File: src/rtl/pls_pkg.sv
package pls_pkg;

	localparam int DataW      = 32;
	localparam int PosW       = 6;
	localparam int MaxResults = 32;

	localparam logic [1:0] FN_INSERT = 2'd0;
	localparam logic [1:0] FN_DELETE = 2'd1;
	localparam logic [1:0] FN_SORT   = 2'd2;
	localparam logic [1:0] FN_OUTPUT = 2'd3;

	localparam logic [1:0] STAT_OK  = 2'd0;
	localparam logic [1:0] STAT_ERR = 2'd1;
	localparam logic [1:0] STAT_OVF = 2'd2;

	typedef enum logic [3:0] {
		ST_IDLE,
		ST_INS_RD,
		ST_INS_WR,
		ST_DEL_RD,
		ST_DEL_WR,
		ST_SRT_KEY_RD,
		ST_SRT_KEY_LD,
		ST_SRT_RD,
		ST_SRT_CMP,
		ST_OUT_RD,
		ST_OUT_LD,
		ST_RESP
	} state_t;

endpackage

File: src/rtl/pls_ram.sv
module pls_ram #(
	parameter int WIDTH = 32,
	parameter int DEPTH = 32
) (
	input  logic                     clk,
	input  logic                     we,
	input  logic [$clog2(DEPTH)-1:0] waddr,
	input  logic [WIDTH-1:0]         wdata,
	input  logic [$clog2(DEPTH)-1:0] raddr,
	output logic [WIDTH-1:0]         rdata
);

	logic [WIDTH-1:0] mem_q [DEPTH];
	logic [WIDTH-1:0] rdata_q;

	always_ff @(posedge clk) begin
		if (we) begin
			mem_q[waddr] <= wdata;
		end
		rdata_q <= mem_q[raddr];
	end

	assign rdata = rdata_q;

endmodule

File: src/rtl/positional_list_with_sort_unit.sv
// Insert and delete: shift each entry past the position one place, a read then a write per entry.
// Sort: in-place insertion sort through one RAM port pair and one comparator.
// Output: reads one item per word and stalls while the result register is full; the result register lets the
//   next word be accepted while the final result waits. One operation at a time.
// arst_n clears the sequencer, count and result valid flag; the store is not cleared.
module positional_list_with_sort_unit #(
	parameter int CAPACITY = 32
) (
	input  logic        clk,
	input  logic        arst_n,
	input  logic        s_tvalid,
	output logic        s_tready,
	input  logic [39:0] s_tdata,  // [5:0] position, [37:6] value, [39:38] zero
	input  logic [1:0]  s_tuser,  // [1:0] func
	output logic        m_tvalid,
	input  logic        m_tready,
	output logic [31:0] m_tdata,  // [31:0] item
	output logic [1:0]  m_tuser,  // [1:0] status
	output logic        m_tlast
);

	import pls_pkg::*;

	localparam int AW = $clog2(CAPACITY);
	localparam int CW = $clog2(CAPACITY + 1);
	localparam int XW = (CW + 2 > 7) ? CW + 2 : 7;
	localparam logic signed [XW-1:0] MinusOne = '1;

	state_t state_q, state_d;
	logic [CW-1:0] count_q, count_d;
	logic [CW-1:0] idx_q, idx_d;
	logic [CW-1:0] jdx_q, jdx_d;
	logic [CW-1:0] at_q, at_d;
	logic [DataW-1:0] key_q, key_d;
	logic [1:0] res_q, res_d;

	logic out_valid_q;
	logic [1:0] out_status_q;
	logic [DataW-1:0] out_item_q;
	logic out_last_q;
	logic out_load;
	logic [1:0] out_status_d;
	logic [DataW-1:0] out_item_d;
	logic out_last_d;

	logic ram_we;
	logic [AW-1:0] ram_waddr, ram_raddr;
	logic [DataW-1:0] ram_wdata, ram_rdata;

	logic [1:0] in_func;
	logic [PosW-1:0] in_pos;
	logic [DataW-1:0] in_value;
	logic signed [XW-1:0] pos_x, cnt_x;
	logic [XW-1:0] at_x, idx_x, cnt_u;
	logic ins_ok, del_ok, full, out_hit_last;
	logic [CW-1:0] idx_m1, idx_p1, jdx_m1;

	assign in_func  = s_tuser[1:0];
	assign in_pos   = s_tdata[5:0];
	assign in_value = s_tdata[37:6];

	assign pos_x  = signed'({{(XW - PosW){in_pos[PosW-1]}}, in_pos});
	assign cnt_u  = XW'(count_q);
	assign cnt_x  = signed'(cnt_u);
	assign at_x   = XW'(pos_x) + XW'(1);
	assign ins_ok = (pos_x >= MinusOne) && (pos_x < cnt_x);
	assign del_ok = !pos_x[XW-1] && (pos_x < cnt_x);
	assign full   = count_q >= CW'(CAPACITY);
	assign idx_x  = XW'(idx_q);
	assign idx_m1 = idx_q - 1'b1;
	assign idx_p1 = idx_q + 1'b1;
	assign jdx_m1 = jdx_q - 1'b1;
	assign out_hit_last = (idx_x + XW'(1) == cnt_u) || (idx_x + XW'(1) == XW'(MaxResults));

	assign s_tready = (state_q == ST_IDLE);

	pls_ram #(
		.WIDTH(DataW),
		.DEPTH(CAPACITY)
	) u_store (
		.clk  (clk),
		.we   (ram_we),
		.waddr(ram_waddr),
		.wdata(ram_wdata),
		.raddr(ram_raddr),
		.rdata(ram_rdata)
	);

	always_comb begin
		state_d      = state_q;
		count_d      = count_q;
		idx_d        = idx_q;
		jdx_d        = jdx_q;
		at_d         = at_q;
		key_d        = key_q;
		res_d        = res_q;
		ram_we       = 1'b0;
		ram_waddr    = idx_q[AW-1:0];
		ram_wdata    = key_q;
		ram_raddr    = idx_q[AW-1:0];
		out_load     = 1'b0;
		out_status_d = STAT_OK;
		out_item_d   = '0;
		out_last_d   = 1'b1;
		case (state_q)
			ST_IDLE: begin
				if (s_tvalid) begin
					res_d = STAT_OK;
					case (in_func)
						FN_INSERT: begin
							key_d = in_value;
							at_d  = at_x[CW-1:0];
							idx_d = count_q;
							if (!ins_ok) begin
								res_d   = STAT_ERR;
								state_d = ST_RESP;
							end else if (full) begin
								res_d   = STAT_OVF;
								state_d = ST_RESP;
							end else begin
								state_d = ST_INS_RD;
							end
						end
						FN_DELETE: begin
							idx_d = pos_x[CW-1:0];
							if (!del_ok) begin
								res_d   = STAT_ERR;
								state_d = ST_RESP;
							end else begin
								state_d = ST_DEL_RD;
							end
						end
						FN_SORT: begin
							idx_d   = CW'(1);
							state_d = ST_SRT_KEY_RD;
						end
						default: begin
							idx_d = '0;
							if (count_q == '0) begin
								res_d   = STAT_ERR;
								state_d = ST_RESP;
							end else begin
								state_d = ST_OUT_RD;
							end
						end
					endcase
				end
			end
			ST_INS_RD: begin
				if (idx_q > at_q) begin
					ram_raddr = idx_m1[AW-1:0];
					state_d   = ST_INS_WR;
				end else begin
					ram_we    = 1'b1;
					ram_wdata = key_q;
					count_d   = count_q + 1'b1;
					state_d   = ST_RESP;
				end
			end
			ST_INS_WR: begin
				ram_we    = 1'b1;
				ram_wdata = ram_rdata;
				idx_d     = idx_m1;
				state_d   = ST_INS_RD;
			end
			ST_DEL_RD: begin
				if (idx_x + XW'(1) < cnt_u) begin
					ram_raddr = idx_p1[AW-1:0];
					state_d   = ST_DEL_WR;
				end else begin
					count_d = count_q - 1'b1;
					state_d = ST_RESP;
				end
			end
			ST_DEL_WR: begin
				ram_we    = 1'b1;
				ram_wdata = ram_rdata;
				idx_d     = idx_p1;
				state_d   = ST_DEL_RD;
			end
			ST_SRT_KEY_RD: begin
				if (idx_q < count_q) begin
					state_d = ST_SRT_KEY_LD;
				end else begin
					state_d = ST_RESP;
				end
			end
			ST_SRT_KEY_LD: begin
				key_d   = ram_rdata;
				jdx_d   = idx_q;
				state_d = ST_SRT_RD;
			end
			ST_SRT_RD: begin
				ram_raddr = jdx_m1[AW-1:0];
				ram_waddr = jdx_q[AW-1:0];
				if (jdx_q != '0) begin
					state_d = ST_SRT_CMP;
				end else begin
					ram_we  = 1'b1;
					idx_d   = idx_p1;
					state_d = ST_SRT_KEY_RD;
				end
			end
			ST_SRT_CMP: begin
				ram_we    = 1'b1;
				ram_waddr = jdx_q[AW-1:0];
				if ($signed(ram_rdata) > $signed(key_q)) begin
					ram_wdata = ram_rdata;
					jdx_d     = jdx_m1;
					state_d   = ST_SRT_RD;
				end else begin
					idx_d   = idx_p1;
					state_d = ST_SRT_KEY_RD;
				end
			end
			ST_OUT_RD: begin
				if (!out_valid_q) begin
					state_d = ST_OUT_LD;
				end
			end
			ST_OUT_LD: begin
				out_load   = 1'b1;
				out_item_d = ram_rdata;
				out_last_d = out_hit_last;
				idx_d      = idx_p1;
				state_d    = out_hit_last ? ST_IDLE : ST_OUT_RD;
			end
			ST_RESP: begin
				if (!out_valid_q) begin
					out_load     = 1'b1;
					out_status_d = res_q;
					state_d      = ST_IDLE;
				end
			end
			default: begin
				state_d = ST_IDLE;
			end
		endcase
	end

	always_ff @(posedge clk or negedge arst_n) begin
		if (!arst_n) begin
			state_q     <= ST_IDLE;
			count_q     <= '0;
			out_valid_q <= 1'b0;
		end else begin
			state_q <= state_d;
			count_q <= count_d;
			if (out_load) begin
				out_valid_q <= 1'b1;
			end else if (m_tready) begin
				out_valid_q <= 1'b0;
			end
		end
	end

	always_ff @(posedge clk) begin
		idx_q <= idx_d;
		jdx_q <= jdx_d;
		at_q  <= at_d;
		key_q <= key_d;
		res_q <= res_d;
		if (out_load) begin
			out_status_q <= out_status_d;
			out_item_q   <= out_item_d;
			out_last_q   <= out_last_d;
		end
	end

	assign m_tvalid = out_valid_q;
	assign m_tdata  = out_item_q;
	assign m_tuser  = out_status_q;
	assign m_tlast  = out_last_q;

	a_count_bound: assert property (@(posedge clk) disable iff (!arst_n)
		count_q <= CW'(CAPACITY))
		else $error("element count above capacity");

	a_count_step: assert property (@(posedge clk) disable iff (!arst_n)
		(count_q != $past(count_q)) |->
		((count_q == $past(count_q) + 1'b1) || (count_q == $past(count_q) - 1'b1)))
		else $error("element count moved by more than one");

	a_err_last: assert property (@(posedge clk) disable iff (!arst_n)
		(m_tvalid && (m_tuser != STAT_OK)) |-> m_tlast)
		else $error("error word without last");

	a_we_busy: assert property (@(posedge clk) disable iff (!arst_n)
		ram_we |-> (state_q != ST_IDLE) && !s_tready)
		else $error("store written while idle");

endmodule
File: config.mk
export PLATFORM = sky130hd
export DESIGN_NAME = positional_list_with_sort_unit
export DESIGN_NICKNAME = d
export VERILOG_FILES = /design/src/rtl/pls_pkg.sv /design/src/rtl/pls_ram.sv /design/src/rtl/positional_list_with_sort_unit.sv
export SDC_FILE = /design/constraint.sdc
export NUM_CORES = 2
export LEC_CHECK = 0
export BUFFER_PORTS_ARGS = -buffer_cell sky130_fd_sc_hd__buf_4
export CORE_MARGIN = 2
export CORE_UTILIZATION = 55
export CTS_BUF_LIST = sky130_fd_sc_hd__clkbuf_16
export DETAILED_ROUTE_END_ITERATION = 12
export GPL_TIMING_DRIVEN = 0
export HOLD_SLACK_MARGIN = 0.12
export PLACE_DENSITY = 0.81
export SLEW_MARGIN = 20
export SYNTH_ARGS = -nofsm -noshare
export SYNTH_HDL_FRONTEND = slang
export SYNTH_SLANG_ARGS = --single-unit
export TNS_END_PERCENT = 1
File: constraint.sdc
create_clock -name clk -period 4.29 [get_ports clk]
set_input_delay 0 -clock clk [delete_from_list [all_inputs] [get_ports clk]]
set_output_delay 0 -clock clk [all_outputs]
set_load 0.005 [all_outputs]
==> qor.yml <==
outcome:
  outcome: "finished, violations left"
  violations: "setup timing"
synth:
  syn-instance-count: 3167
  synth_top_area_share_pct: 69.3
  syn_nets: 3277
  synth_edf_count: 1111
  ys_async_sr_fraction_pct: 0.953
  yosysSeqAreaShare_pct: 71.2
  synth_top_area_cell: "edfxtp_1"
  synth.distinct_cells: 81
  syn_area_um2: 48100
  avgSynthCellArea_um2: 15.2
  yosys_warnings: 0
  ys_seq_elements: 1154
  ys_top_cells_by_area: "edfxtp_1, mux2i_1, and3_1, nand2_1, o221ai_1"
  synth_flop_cell: "edfxtp_1"
floorplanning:
  die_width_um: 300
  die_h_um: 300
  core_region_area_um2: 86800
  rows: 108
  ios: 83
  dieArea_um2: 89900
  start_util_pct: 55.5
clock_network:
  clk_pin_slew_ps: 60
  clock_path_buffers: 3
  insertion_delay_ps: 720
  htreeDepth: 3
  clock-sinks: 1154
  clockRootBuffer: "clkbuf_16"
  cts_tree: "yes"
  cts_buffers: 108
sta:
  tightest_slew_ps: 1210
  finalCritPeriodShare_pct: 103
  setup_viol: 138
  hold_viol: 0
  rsz0062_at_grt: "yes"
  maxSlewViolCount: 0
  finClkSkew_ps: 59.7
  layout_min_cycle_time_ps: 4410
  clock.fmax_ghz: 0.227
  final.setup.worst_slack_ps: -121
  slew-limit-headroom_pct: 19.6
route:
  drt_iter0_markers: 4889
  dr.pass1.iters: 6
  vias: 31970
  avgViaCountPerCell: 6.78
  routedWlPerCell_um: 29.5
  wl_um: 139000
  drc: 0
  detail-route-antenna-nets: 0
critical_path:
  critPathLaunch: "u_store.rdata[31]"
  end_kind: "flop"
  cp_slowest_cell: "mux2_2"
  crit_chain: "ha_1, nand4_1, nor2_1, and3_1, inv_1, nor3_2, o21ai_2, nand3_1, a41o_1, buf_4, mux2_2"
  rr_startpoint: "u_store.rdata[31]"
  critPathBufInv: 2
  r2r-end: "u_store.mem_q[12][30]"
  critPathLaunchType: "flop"
  required_ps: 4620
  cp_num_cells: 11
  slowest_delay_ps: 630
  crit_family: "simple AND/OR/NAND/NOR gates"
  path_max_fanout: 32
  reg2regPathDepth: 11
  r2r_slack_ps: -120
  endpoint: "u_store.mem_q[12][30]"
  crit_type: "flop to flop"
  arrival_ps: 4740
worst_hold_path:
  hold_depth: 3
  min_path_type: "primary input to flop"
final_layout:
  mostFrequentLayoutCells: "edfxtp_1, nand2_1, and3_1, buf_4, mux2i_1"
  fillers: 5478
  area_delta_synth_final_pct: 18.7
  final_common_cell: "edfxtp_1"
  drive_gt1_share_pct: 21.7
  n_antenna_cell: 0
  final_nets: 3582
global_routing:
  antenna_found_initial: 2
  grtUsageMet3_pct: 7.34
  grt-ovfl-total: 0
  grt_pass1_vias: 31519
  grtUsageTotal_pct: 29.9
  grtUsageMet1_pct: 37.6
  grt_pass1_wl_um: 199000
  use_met2_pct: 49.1
  grt_max_degree: 33
  busiest_layer: "met2"
placement:
  dp_slack_ps: -1500
  routabilityCongestion: 0.958
  io_buffers: 79
  dp_hpwl_um: 90800
job:
  maxCapViolCount: 0
## logic make-up after synthesis
kind of cell | Yosys count | share of synthesized area [%]
flops | 1154 | 71.2
mux | 227 | 4.97
fa+ha+maj | 64 | 1.68
simple gates | 638 | 6.94
buf+inv | 301 | 2.93
compound gates | 760 | 11.8
xor+xnor | 23 | 0.419
## cells in the mapped netlist (34+ instances only)
cell type,count
o221ai_1,98
buf_2,78
clkbuf_1,116
mux2_2,64
a22oi_1,34
nor2_1,79
a221oi_1,97
a31oi_1,67
nand2_1,237
inv_1,65
edfxtp_1,1111
a211oi_1,70
a21oi_1,98
and2_1,36
o21ai_0,63
o211ai_1,66
ha_1,63
and3_1,168
mux2i_1,132
## worst register-to-register path: cells and delay by family (launching register included)
family / cells / cell delay [ps]
flops: 1 / 420
compound gates: 2 / 790
mux: 1 / 640
simple gates: 5 / 1300
fa+ha+maj: 1 / 370
buf+inv: 2 / 490
## metrics by stage
stage | area (um2) | hold slack (ps) | TNS [ps] | cells | utilization [%]
after global routing | 57100 | 138 | -3030 | 4715 | 65.8
after floorplan | 48100 | -296 | 0 | 3167 | -
after CTS | 56300 | 127 | -108 | 4706 | 64.9
after global placement | 50100 | -149 | -2804210 | 4401 | 57.8
after detailed placement | 51200 | -144 | -1190430 | 4438 | 59.1
final | 57100 | 136 | -9080 | 4715 | 65.8
## how the worst min path moves through the flow
stage / from / endpoint / slack, ps
global placement: arst_n / m_tvalid / -150
finish: s_tdata[18] / key_q[12] / 140
floorplan: arst_n / count_q[0] / -300
CTS: s_tdata[21] / key_q[15] / 130
detailed placement: arst_n / m_tvalid / -140
global route: s_tdata[19] / key_q[13] / 140
## flip-flops by register name, indices dropped and copies added (netlist names)
signal         flops
jdx_q              6
m_tlast            1
m_tdata           32
at_q               6
res_q              2
u_store.mem_q   1024
m_tvalid           1
idx_q              6
state_q            4
m_tuser            2
count_q            6
key_q             32
u_store.rdata     32
## timing repair
| action | CTS | global route |
|---|---|---|
| pin swaps | 14 | 21 |
| setup endpoints to repair | 1524 | 487 |
| resized for setup | 260 | 194 |
| hold endpoints to repair | 102 | 0 |
| hold buffers | 51 | 0 |
| setup buffers | 19 | 9 |
## routing by layer
layer / part of all wire [%] / vias up / wire [um]
met4: 4.8 / 2 / 6700
met2: 48 / 2503 / 67300
li1: - / 13286 / -
met1: 35 / 15726 / 49000
met5: 0.0050 / - / 7
met3: 12 / 453 / 16000
## area by class of cell
type	instances	area (um2)	area share, %
sequential	1154	34300	60.0
timing repair buffer	195	2190	3.83
buffer	235	1580	2.77
tap	1155	1450	2.53
clock buffer	109	2730	4.78
inverter	66	251	0.441
multi-input combinational	1712	13900	24.3
clock inverter	89	751	1.32
Power is left out: the tool's default activity adds up to more than one toggle a clock period on the data nets, which glitch-free logic cannot reach.
